$ cat config.mk
export PLATFORM = sky130hd
export DESIGN_NAME = dual_stack_manager_unit
export DESIGN_NICKNAME = d
export VERILOG_FILES = /design/src/sv/dsm_pkg.sv /design/src/sv/dual_stack_manager_unit.sv /design/src/sv/dsm_front.sv /design/src/sv/dsm_back.sv
export SDC_FILE = /design/constraint.sdc
export NUM_CORES = 1
export LEC_CHECK = 0
export ABC_AREA = 1
export BUFFER_PORTS_ARGS = -buffer_cell sky130_fd_sc_hd__buf_2
export CAP_MARGIN = 30
export CORE_ASPECT_RATIO = 2
export CORE_MARGIN = 2
export CORE_UTILIZATION = 50
export CTS_CLUSTER_SIZE = 10
export DETAILED_ROUTE_END_ITERATION = 12
export MAX_ROUTING_LAYER = met4
export PLACE_DENSITY = 0.68
export SLEW_MARGIN = 15
export SYNTH_ARGS = -nofsm -noshare
export SYNTH_HDL_FRONTEND = slang
export SYNTH_SLANG_ARGS = --single-unit
$ cat constraint.sdc
create_clock -name clk_i -period 3.17 [get_ports clk_i]
set_input_delay 0.317 -clock clk_i [delete_from_list [all_inputs] [get_ports clk_i]]
set_output_delay 0.317 -clock clk_i [all_outputs]
set_load 0.03 [all_outputs]
$ cat src/sv/dsm_pkg.sv
package dsm_pkg;

  // Port width of push_value and element_value.
  localparam int unsigned ValueInW      = 8;
  // Widest stored value supported.
  localparam int unsigned MaxValueW     = 32;
  localparam int unsigned DefStackDepth = 64;
  localparam int unsigned DefValueWidth = 8;

  typedef enum logic [1:0] {
    OP_PUSH = 2'd0,
    OP_POP  = 2'd1,
    OP_DUMP = 2'd2
  } op_e;

  typedef enum logic [1:0] {
    CMD_PUSH = 2'd0,
    CMD_POP  = 2'd1,
    CMD_DUMP = 2'd2
  } cmd_kind_e;

  typedef struct packed {
    cmd_kind_e           kind;
    logic                sel;
    logic [ValueInW-1:0] value;
  } cmd_t;

endpackage

$ cat src/sv/dual_stack_manager_unit.sv
// Two LIFO stacks, A and B, driven by one command stream. A command beat is
// taken when start_i is high and busy_o is low; push and pop give no result,
// a dump gives one result beat per entry, bottom first, with last_of_dump_o
// on the final beat (an empty stack gives a single beat with stack_empty_o
// set and a zero value). Results appear for exactly one cycle under
// result_valid_o and cannot be stalled. Commands pass through a two-entry
// queue into the execute side: push and pop are done when the command is
// taken; a dump of n entries is taken and then gives one shared memory read
// per cycle, data registered, or a single beat when empty. busy_o rises only
// when the queue is full. Push to a full stack, pop from an empty one and
// operation code 3 are taken and have no effect.
module dual_stack_manager_unit #(
  parameter int unsigned STACK_DEPTH = dsm_pkg::DefStackDepth,
  parameter int unsigned VALUE_WIDTH = dsm_pkg::DefValueWidth
) (
  input  logic                         clk_i,
  input  logic                         rst_ni,
  input  logic                         start_i,
  output logic                         busy_o,
  input  logic [1:0]                   operation_i,
  input  logic                         stack_select_i,
  input  logic [dsm_pkg::ValueInW-1:0] push_value_i,
  output logic                         result_valid_o,
  output logic                         stack_id_o,
  output logic [dsm_pkg::ValueInW-1:0] element_value_o,
  output logic                         stack_empty_o,
  output logic                         last_of_dump_o
);
  import dsm_pkg::*;

  // front to back
  cmd_t cmd;
  logic cmd_valid;
  logic cmd_take;

  dsm_front u_front (
    .clk_i          (clk_i),
    .rst_ni         (rst_ni),
    .start_i        (start_i),
    .busy_o         (busy_o),
    .operation_i    (operation_i),
    .stack_select_i (stack_select_i),
    .push_value_i   (push_value_i),
    .cmd_valid_o    (cmd_valid),
    .cmd_o          (cmd),
    .cmd_take_i     (cmd_take)
  );

  dsm_back #(
    .STACK_DEPTH (STACK_DEPTH),
    .VALUE_WIDTH (VALUE_WIDTH)
  ) u_back (
    .clk_i           (clk_i),
    .rst_ni          (rst_ni),
    .cmd_valid_i     (cmd_valid),
    .cmd_i           (cmd),
    .cmd_take_o      (cmd_take),
    .result_valid_o  (result_valid_o),
    .stack_id_o      (stack_id_o),
    .element_value_o (element_value_o),
    .stack_empty_o   (stack_empty_o),
    .last_of_dump_o  (last_of_dump_o)
  );

endmodule

$ cat src/sv/dsm_front.sv
module dsm_front (
  input  logic                         clk_i,
  input  logic                         rst_ni,
  input  logic                         start_i,
  output logic                         busy_o,
  input  logic [1:0]                   operation_i,
  input  logic                         stack_select_i,
  input  logic [dsm_pkg::ValueInW-1:0] push_value_i,
  output logic                         cmd_valid_o,
  output dsm_pkg::cmd_t                cmd_o,
  input  logic                         cmd_take_i
);
  import dsm_pkg::*;

  // Classified command and whether it does anything at all.
  cmd_t cls_cmd;
  logic cls_keep;

  // Two-entry command queue.
  cmd_t       entry_q [2];
  logic       wr_ptr_q, wr_ptr_d;
  logic       rd_ptr_q, rd_ptr_d;
  logic [1:0] cnt_q, cnt_d;
  logic       push, pop;

  always_comb begin
    cls_cmd.sel   = stack_select_i;
    cls_cmd.value = push_value_i;
    cls_cmd.kind  = CMD_PUSH;
    cls_keep      = 1'b1;
    case (op_e'(operation_i))
      OP_PUSH: cls_cmd.kind = CMD_PUSH;
      OP_POP:  cls_cmd.kind = CMD_POP;
      OP_DUMP: cls_cmd.kind = CMD_DUMP;
      default: cls_keep = 1'b0;  // reserved code: accepted, dropped
    endcase
  end

  assign busy_o      = (cnt_q == 2'd2);
  assign push        = start_i && !busy_o && cls_keep;
  assign pop         = cmd_take_i && (cnt_q != 2'd0);
  assign cmd_valid_o = (cnt_q != 2'd0);
  assign cmd_o       = entry_q[rd_ptr_q];

  always_comb begin
    wr_ptr_d = push ? ~wr_ptr_q : wr_ptr_q;
    rd_ptr_d = pop ? ~rd_ptr_q : rd_ptr_q;
    cnt_d    = cnt_q + 2'(push) - 2'(pop);
  end

  always_ff @(posedge clk_i or negedge rst_ni) begin
    if (!rst_ni) begin
      wr_ptr_q <= 1'b0;
      rd_ptr_q <= 1'b0;
      cnt_q    <= 2'd0;
    end else begin
      wr_ptr_q <= wr_ptr_d;
      rd_ptr_q <= rd_ptr_d;
      cnt_q    <= cnt_d;
    end
  end

  always_ff @(posedge clk_i) begin
    if (push) begin
      entry_q[wr_ptr_q] <= cls_cmd;
    end
  end

endmodule

$ cat src/sv/dsm_back.sv
module dsm_back #(
  parameter int unsigned STACK_DEPTH = dsm_pkg::DefStackDepth,
  parameter int unsigned VALUE_WIDTH = dsm_pkg::DefValueWidth
) (
  input  logic                         clk_i,
  input  logic                         rst_ni,
  input  logic                         cmd_valid_i,
  input  dsm_pkg::cmd_t                cmd_i,
  output logic                         cmd_take_o,
  output logic                         result_valid_o,
  output logic                         stack_id_o,
  output logic [dsm_pkg::ValueInW-1:0] element_value_o,
  output logic                         stack_empty_o,
  output logic                         last_of_dump_o
);
  import dsm_pkg::*;

  localparam int unsigned IdxW  = $clog2(STACK_DEPTH);
  localparam int unsigned CntW  = $clog2(STACK_DEPTH + 1);
  localparam int unsigned AddrW = IdxW + 1;

  typedef enum logic [1:0] {
    ST_IDLE = 2'b01,
    ST_DUMP = 2'b10
  } st_e;

  st_e             state_q, state_d;
  logic [IdxW-1:0] idx_q, idx_d;
  logic            sel_q, sel_d;
  logic [CntW-1:0] cnt_q [2];
  logic [CntW-1:0] cnt_d [2];
  logic [CntW-1:0] cur_cnt;

  // Both stacks share one memory; address is {stack, index}.
  logic [VALUE_WIDTH-1:0] mem [2**AddrW];
  logic                   we, re;
  logic [AddrW-1:0]       waddr, raddr;
  logic [VALUE_WIDTH-1:0] wdata, rd_data_q;
  logic [MaxValueW-1:0]   wr_ext, rd_ext;

  logic out_vld_q, out_vld_d;
  logic out_sel_q, out_sel_d;
  logic out_empty_q, out_empty_d;
  logic out_last_q, out_last_d;

  assign cur_cnt = cnt_q[cmd_i.sel];
  assign wr_ext  = MaxValueW'(cmd_i.value);
  assign wdata   = wr_ext[VALUE_WIDTH-1:0];
  assign rd_ext  = MaxValueW'(rd_data_q);

  always_comb begin
    state_d     = state_q;
    idx_d       = idx_q;
    sel_d       = sel_q;
    cnt_d       = cnt_q;
    cmd_take_o  = 1'b0;
    we          = 1'b0;
    waddr       = {cmd_i.sel, cur_cnt[IdxW-1:0]};
    re          = 1'b0;
    raddr       = {sel_q, idx_q};
    out_vld_d   = 1'b0;
    out_sel_d   = sel_q;
    out_empty_d = 1'b0;
    out_last_d  = 1'b0;
    case (state_q)
      ST_IDLE: begin
        if (cmd_valid_i) begin
          cmd_take_o = 1'b1;
          case (cmd_i.kind)
            CMD_PUSH: begin
              if (cur_cnt < CntW'(STACK_DEPTH)) begin  // full: drop
                we                = 1'b1;
                cnt_d[cmd_i.sel]  = cur_cnt + 1'b1;
              end
            end
            CMD_POP: begin
              if (cur_cnt != '0) begin
                cnt_d[cmd_i.sel] = cur_cnt - 1'b1;
              end
            end
            CMD_DUMP: begin
              if (cur_cnt == '0) begin
                out_vld_d   = 1'b1;
                out_sel_d   = cmd_i.sel;
                out_empty_d = 1'b1;
                out_last_d  = 1'b1;
              end else begin
                state_d = ST_DUMP;
                idx_d   = '0;
                sel_d   = cmd_i.sel;
              end
            end
            default: ;
          endcase
        end
      end
      ST_DUMP: begin
        // one read per cycle; data lands with the output strobe
        re         = 1'b1;
        out_vld_d  = 1'b1;
        out_sel_d  = sel_q;
        out_last_d = (CntW'(idx_q) + 1'b1 == cnt_q[sel_q]);
        if (out_last_d) begin
          state_d = ST_IDLE;
        end else begin
          idx_d = idx_q + 1'b1;
        end
      end
      default: state_d = ST_IDLE;
    endcase
  end

  always_ff @(posedge clk_i or negedge rst_ni) begin
    if (!rst_ni) begin
      state_q   <= ST_IDLE;
      idx_q     <= '0;
      sel_q     <= 1'b0;
      cnt_q[0]  <= '0;
      cnt_q[1]  <= '0;
      out_vld_q <= 1'b0;
    end else begin
      state_q   <= state_d;
      idx_q     <= idx_d;
      sel_q     <= sel_d;
      cnt_q     <= cnt_d;
      out_vld_q <= out_vld_d;
    end
  end

  always_ff @(posedge clk_i) begin
    out_sel_q   <= out_sel_d;
    out_empty_q <= out_empty_d;
    out_last_q  <= out_last_d;
  end

  always_ff @(posedge clk_i) begin
    if (we) begin
      mem[waddr] <= wdata;
    end
    if (re) begin
      rd_data_q <= mem[raddr];
    end
  end

  assign result_valid_o  = out_vld_q;
  assign stack_id_o      = out_sel_q;
  assign stack_empty_o   = out_empty_q;
  assign last_of_dump_o  = out_last_q;
  assign element_value_o = out_empty_q ? '0 : rd_ext[ValueInW-1:0];

endmodule
==> reports/results.ini, run 1 <==
[run_status]
outcome = completed

[route]
vias_per_cell = 5.42
drt_pass_1_iters = 6
first_iter_violations = 3263
route.vias.total = 32500
drt_wl_total_mm = 123
antenna_violating_nets_post_route = 0
detail_route.wl_per_cell_um = 20.5
route.detailed.drc = 0

[timing]
fin_crit_sh_pct = 94.6
timing_hold_violations_final = 0
final_max_slew_viol_count = 0
timing_limited_maximum_frequency_ghz = 0.333
period_needed_ps = 3000
relSlewSlack_pct = 41.2
tightest_slew_ps = 878
setup_viol = 0
worst_clock_skew_ps = 33.4
grt_setup_unrepaired = yes
final_critical_path_setup_slack_ps = 171

[critical_path]
crit_fanout = 21
path_cells = inv_1 > nand2_1 > nand2_1 > buf_4 > o21ai_0 > inv_1 > nor2_1 > buf_4 > nand2_1 > nor2_1 > buf_4
crit_path_max_incr_delay_ps = 470
timing.critical_path.from_type = register
arrival_ps = 3430
worstSetupPathType = reg2reg
critPathRequiredTime_ps = 3600
critPathSlowestCell = dfrtp_1
critical_path.top_delay_family = simple AND/OR/NAND/NOR gates
cp_num_buf_inv = 5
critical_path.endpoint_type = register

[synth]
yosysWarnings = 0
mappedNetlistNets = 4621
synthesis.instances = 4599
postSynthRegisterBits = 1085
netlist_cell_types = 26
post_synth.cell_area_avg_um2 = 10.2
yosysSeqAreaShare_pct = 68.9
cell_area_after_technology_mapping_um2 = 47000

[die]
start_util_pct = 50.3
floorplan.die.height_um = 438
chipWidth_um = 221
core.rowCount = 159
core_area_um2 = 93500
num_io_pins = 27
fp.dieArea_um2 = 96700

[run]
drv_cap = 0

[final_layout]
final_nets = 4802
area_growth_pct = 13.8
fin_util_pct = 57.3
drive_gt1_share_pct = 10.7
antenna_cells = 0
most_used_cells_in_the_layout_excluding_fill_and_tap_cells = nand2_1 (1,615), edfxtp_1 (1,054), inv_1 (521), nand3_1 (475), nor2_1 (298)
mostFrequentLayoutCell = nand2_1

[global_route]
use_met1_pct = 32.8
groute.usage.overall_pct = 26.1
global_route.usage.met3_pct = 3.35
busiest_layer = met2
grt_util_met2_pct = 42.8
grt_max_degree = 131
grt-ovfl-total = 0
grt_first_pass_wirelength_mm = 186
first_global_vias = 31600
antenna_found_initial = 0

[cts]
clkTransAtPathRegs_ps = 60
clock-sinks = 1085
clock_insertion_delay_worst_skew_ps = 720
clock_path_buffers = 3
tritoncts_clock_tree = built
cts.repair_timing.setup_buffer_count = 0
cts.root.buffer_cell = clkbuf_16
cts.htree.levels = 3
numCtsBuffers = 118

[power_and_ir_drop]
pwrdens_nw_per_um2 = 785
p_leak_nw = 21.9
vdd_drop_max_v = 0.000682

[placed_design]
dp.final_hpwl_mm = 76.6
gp_congestion = 0.958
pre_cts_ws_ps = 22.6
numPortBuffers = 26

[hold_path]
hold_class = in2reg

stage by stage:
stage,setup TNS (ps),cell area (µm²),std cells,power [mW],hold WS [ps]
after global routing,-47.5,53500,6004,43.8,82.5
after floorplan,0,47000,4599,25.4,21.4
final,0,53500,6004,42.0,28.1
after CTS,0,53500,6003,42.1,2.10
after detailed placement,0,50300,5853,30.3,386
after global placement,-203,50300,5853,30.1,394
sequential cells by signal, summed over array words and instances, names as in the netlist:
signal and flops:
u_back.stack_empty_o 1, u_back.last_of_dump_o 1, u_back.result_valid_o 1, u_back.cnt_q 14
u_front.cnt_q 2, u_back.idx_q 6, u_back.mem 1024, u_back.state_q 2
u_front.entry_q 22, u_back.sel_q 1, u_back.stack_id_o 1, u_front.rd_ptr_q 1
u_back.rd_data_q 8, u_front.wr_ptr_q 1
final timing paths:
check | start | end | slack [ps] | cells past startpoint
setup / recovery | u_front.rd_ptr_q | u_back.mem[101][2] | 170 | 11
hold / removal | start_i | u_front.wr_ptr_q | 30 | 4
setup reg to reg | u_front.rd_ptr_q | u_back.mem[101][2] | 170 | 11
hold reg to reg | u_back.state_q[0] | u_back.state_q[0] | 480 | 2
max in group asynchronous | rst_ni | u_back.idx_q[1] | 2480 | 2
min in group asynchronous | rst_ni | u_front.rd_ptr_q | 170 | 2
cell usage after synthesis:
master	count	area share (%)
a21oi_1	19	0.20
buf_1	33	0.26
buf_2	3	0.032
clkbuf_1	200	1.6
clkinv_1	2	0.016
dfrtp_1	27	1.4
dfstp_2	1	0.056
dfxtp_1	3	0.13
edfxtp_1	1054	67
ha_1	8	0.21
inv_1	523	4.2
inv_2	2	0.016
nand2_1	1623	13
nand3_1	475	5.1
nand3b_1	3	0.048
nand4_1	5	0.066
nor2_1	300	2.4
nor3_1	33	0.35
nor4_4	1	0.045
o211ai_1	64	1.0
o21ai_0	125	1.3
o21ai_1	3	0.032
o21ai_2	2	0.037
or2_2	80	1.1
xnor2_1	4	0.074
xor2_1	6	0.11
cell type report:
cell class	instances	area, µm²
Clock buffer	130	3020
Tap cell	1207	1510
Multi-Input combinational cell	2751	11800
Timing Repair Buffer	297	2650
Sequential cell	1085	32400
Fill cell	7811	40000
Inverter	527	2000
Clock inverter	7	123
timing repair:
item	in CTS	in global routing
endpoints found under the setup margin	8	20
hold buffers	13	0
endpoints found under the hold margin	49	0
resized for setup	1	1
tightest hold or removal path, cell delays in order:
cell and delay [ps]:
buf_2 100, nand3_1 110, nor2_1 80, nor2_1 90
cells by family after synthesis:
kind of cell             share of synthesized area (%)
AO/OA/AOI/OAI                                     2.62
XOR/XNOR                                         0.186
adder cells (fa/ha/maj)                          0.213
buffers and inverters                             6.10
flip-flops                                        68.9
AND/OR/NAND/NOR                                   22.0
power breakdown:
| part | switching, mW | total [mW] | internal, mW |
|---|---|---|---|
| logic | 8.76 | 11.9 | 3.17 |
| clock network | 5.16 | 11.9 | 6.70 |
| registers | 0.206 | 18.2 | 18.0 |
layer usage:
| layer | vias up | part of all wire, % |
|---|---|---|
| li1 | 15400 | - |
| met1 | 15500 | 39 |
| met2 | 1375 | 49 |
| met3 | 249 | 7.4 |
| met4 | 0 | 4.1 |
| met5 | - | 0 |
No activity file was read; power rests on OpenSTA's default activity.
==> run 2, diff against run 1 <==
--- a/config.mk
+++ b/config.mk
@@ -6,13 +6,13 @@
 export NUM_CORES = 1
 export LEC_CHECK = 0
 export ABC_AREA = 1
-export BUFFER_PORTS_ARGS = -buffer_cell sky130_fd_sc_hd__buf_2
 export CAP_MARGIN = 30
 export CORE_ASPECT_RATIO = 2
 export CORE_MARGIN = 2
 export CORE_UTILIZATION = 50
 export CTS_CLUSTER_SIZE = 10
 export DETAILED_ROUTE_END_ITERATION = 12
+export DONT_BUFFER_PORTS = 1
 export MAX_ROUTING_LAYER = met4
 export PLACE_DENSITY = 0.68
 export SLEW_MARGIN = 15
==> reports/results.ini, run 2 (synthesis results as in run 1) <==
[route]
drt_pass_1_iters = 8
met2_length_mm = 58.0
route.detailed.drc = 0
detail_route.wl_per_cell_um = 20.4
first_iter_violations = 3560
route.vias.total = 32300
antenna_violating_nets_post_route = 0
drt_wl_total_mm = 122
detail_route.wirelength.met1_mm = 48.4
met3WireLength_mm = 9.92
top_layer = met4
vias_per_cell = 5.43

[placed_design]
dp.final_hpwl_mm = 73.0
pre_cts_ws_ps = 90.9
gp_congestion = 0.902
post_place_instance_area_um2 = 49700
numPortBuffers = 0

[global_route]
grt_first_pass_wirelength_mm = 184
groute.usage.overall_pct = 25.8
grt-ovfl-total = 0
first_global_vias = 31600
antenna_found_initial = 2
grt_max_degree = 129

[final_layout]
nFillCells = 7785
multi_input_area_um2 = 11900
area_growth_pct = 12.9
final_nets = 4732
registers.top_by_ff_count = u_back.mem
drive_gt1_share_pct = 9.54
mostFrequentLayoutCell = nand2_1
most_used_cells_in_the_layout_excluding_fill_and_tap_cells = nand2_1 (1,615), edfxtp_1 (1,054), inv_1 (521), nand3_1 (475), nor2_1 (287)
largest_reg_flops = 1024
regArea_um2 = 32400
layout_top_registers = u_back.mem: 1024 flops, u_front.entry_q: 22 flops, u_back.cnt_q: 14 flops
post-route-cell-area_um2 = 53100

[run]
drv_cap = 0

[critical_path]
timing.critical_path.from_type = register
crit_fanout = 17
rr_worst_depth = 8
worstSetupPathType = reg2reg
critical_path.endpoint_type = register
worst_r2r_startpoint = u_back.state_q[0]
critPathRequiredTime_ps = 3530
arrival_ps = 3390
ff2ff_setup_slack_ps = 150
critPathLaunch = u_back.state_q[0]
critical_path.endpoint = u_back.mem[41][3]
crit-reg2reg-capture = u_back.mem[41][3]

[timing]
timing_limited_maximum_frequency_ghz = 0.331
period_needed_ps = 3020
final_max_slew_viol_count = 0
grt_setup_unrepaired = yes
fin_crit_sh_pct = 95.4
relSlewSlack_pct = 38.5
setup_viol = 0
final_critical_path_setup_slack_ps = 146
timing_hold_violations_final = 0
worst_clock_skew_ps = 34.2
tightest_slew_ps = 923

[power_and_ir_drop]
pwrdens_nw_per_um2 = 790
vdd_drop_max_v = 0.00103
power.total_mw = 42.0
p_leak_nw = 21.6

[die]
floorplan.die.height_um = 438
core.rowCount = 159
core_area_um2 = 93500
chipWidth_um = 221
fp.dieArea_um2 = 96700
start_util_pct = 50.3
num_io_pins = 27

[cts]
clkTransAtPathRegs_ps = 60
clock_insertion_delay_worst_skew_ps = 740
tritoncts_clock_tree = built
cts.htree.levels = 3
cts.root.buffer_cell = clkbuf_16
numCtsBuffers = 119
clock-sinks = 1085
clock_path_buffers = 3

[run_status]
outcome = completed

[hold_path]
hold_class = in2async

-- run 2: cell type report --
cell class / count / share of cell area [%]
Antenna cell: 3 / 0.0141
Clock buffer: 142 / 5.85
Clock inverter: 7 / 0.188
Inverter: 527 / 3.76
Multi-Input combinational cell: 2751 / 22.3
Sequential cell: 1085 / 61.0
Tap cell: 1207 / 2.84
Timing Repair Buffer: 226 / 3.99
-- run 2: power by group --
| group | internal [mW] | switching (mW) |
|---|---|---|
| clock network | 6.77 | 5.18 |
| registers | 18.0 | 0.239 |
| logic | 3.04 | 8.73 |
-- run 2: worst max-delay path: stages, from the launching register on --
cell,delay (ps)
dfstp_2,540
ha_1,160
inv_1,60
nor2_1,140
inv_1,100
nor4_4,590
nand4_1,150
buf_4,340
nor2_1,570
-- run 2: worst min path at each step --
stage                start          endpoint  slack (ps)  cells past startpoint
floorplan           rst_ni   u_back.cnt_q[0]          20                      0
global placement    rst_ni  u_front.wr_ptr_q          20                      0
detailed placement  rst_ni  u_front.wr_ptr_q          20                      0
CTS                 rst_ni  u_front.wr_ptr_q           4                      2
global route        rst_ni  u_front.cnt_q[1]          40                      2
finish              rst_ni   u_back.cnt_q[5]          40                      2
-- run 2: through the flow --
stage / hold slack [ps] / setup TNS, ps / cells / util (%)
after global placement: 22.2 / 0 / 5780 / 53.2
after floorplan: 21.4 / 0 / 4599 / -
after detailed placement: 22.1 / 0 / 5780 / 53.2
after global routing: 43.0 / -695 / 5947 / 56.8
final: 43.8 / 0 / 5948 / 56.8
after CTS: 4.28 / 0 / 5944 / 56.8
-- run 2: layer usage --
| layer | GRT usage, % | vias up |
|---|---|---|
| li1 | - | 15200 |
| met1 | 32.9 | 15400 |
| met2 | 40.9 | 1415 |
| met3 | 4.44 | 274 |
| met4 | 11.1 | 0 |
| met5 | - | - |
-- run 2: what timing repair did --
action / in CTS / in global routing
hold buffers: 15 / 0
endpoints found under the hold margin: 52 / 0
buffers inserted: 0 / 0
endpoints found under the setup margin: 0 / 117
gates resized for setup: 0 / 13
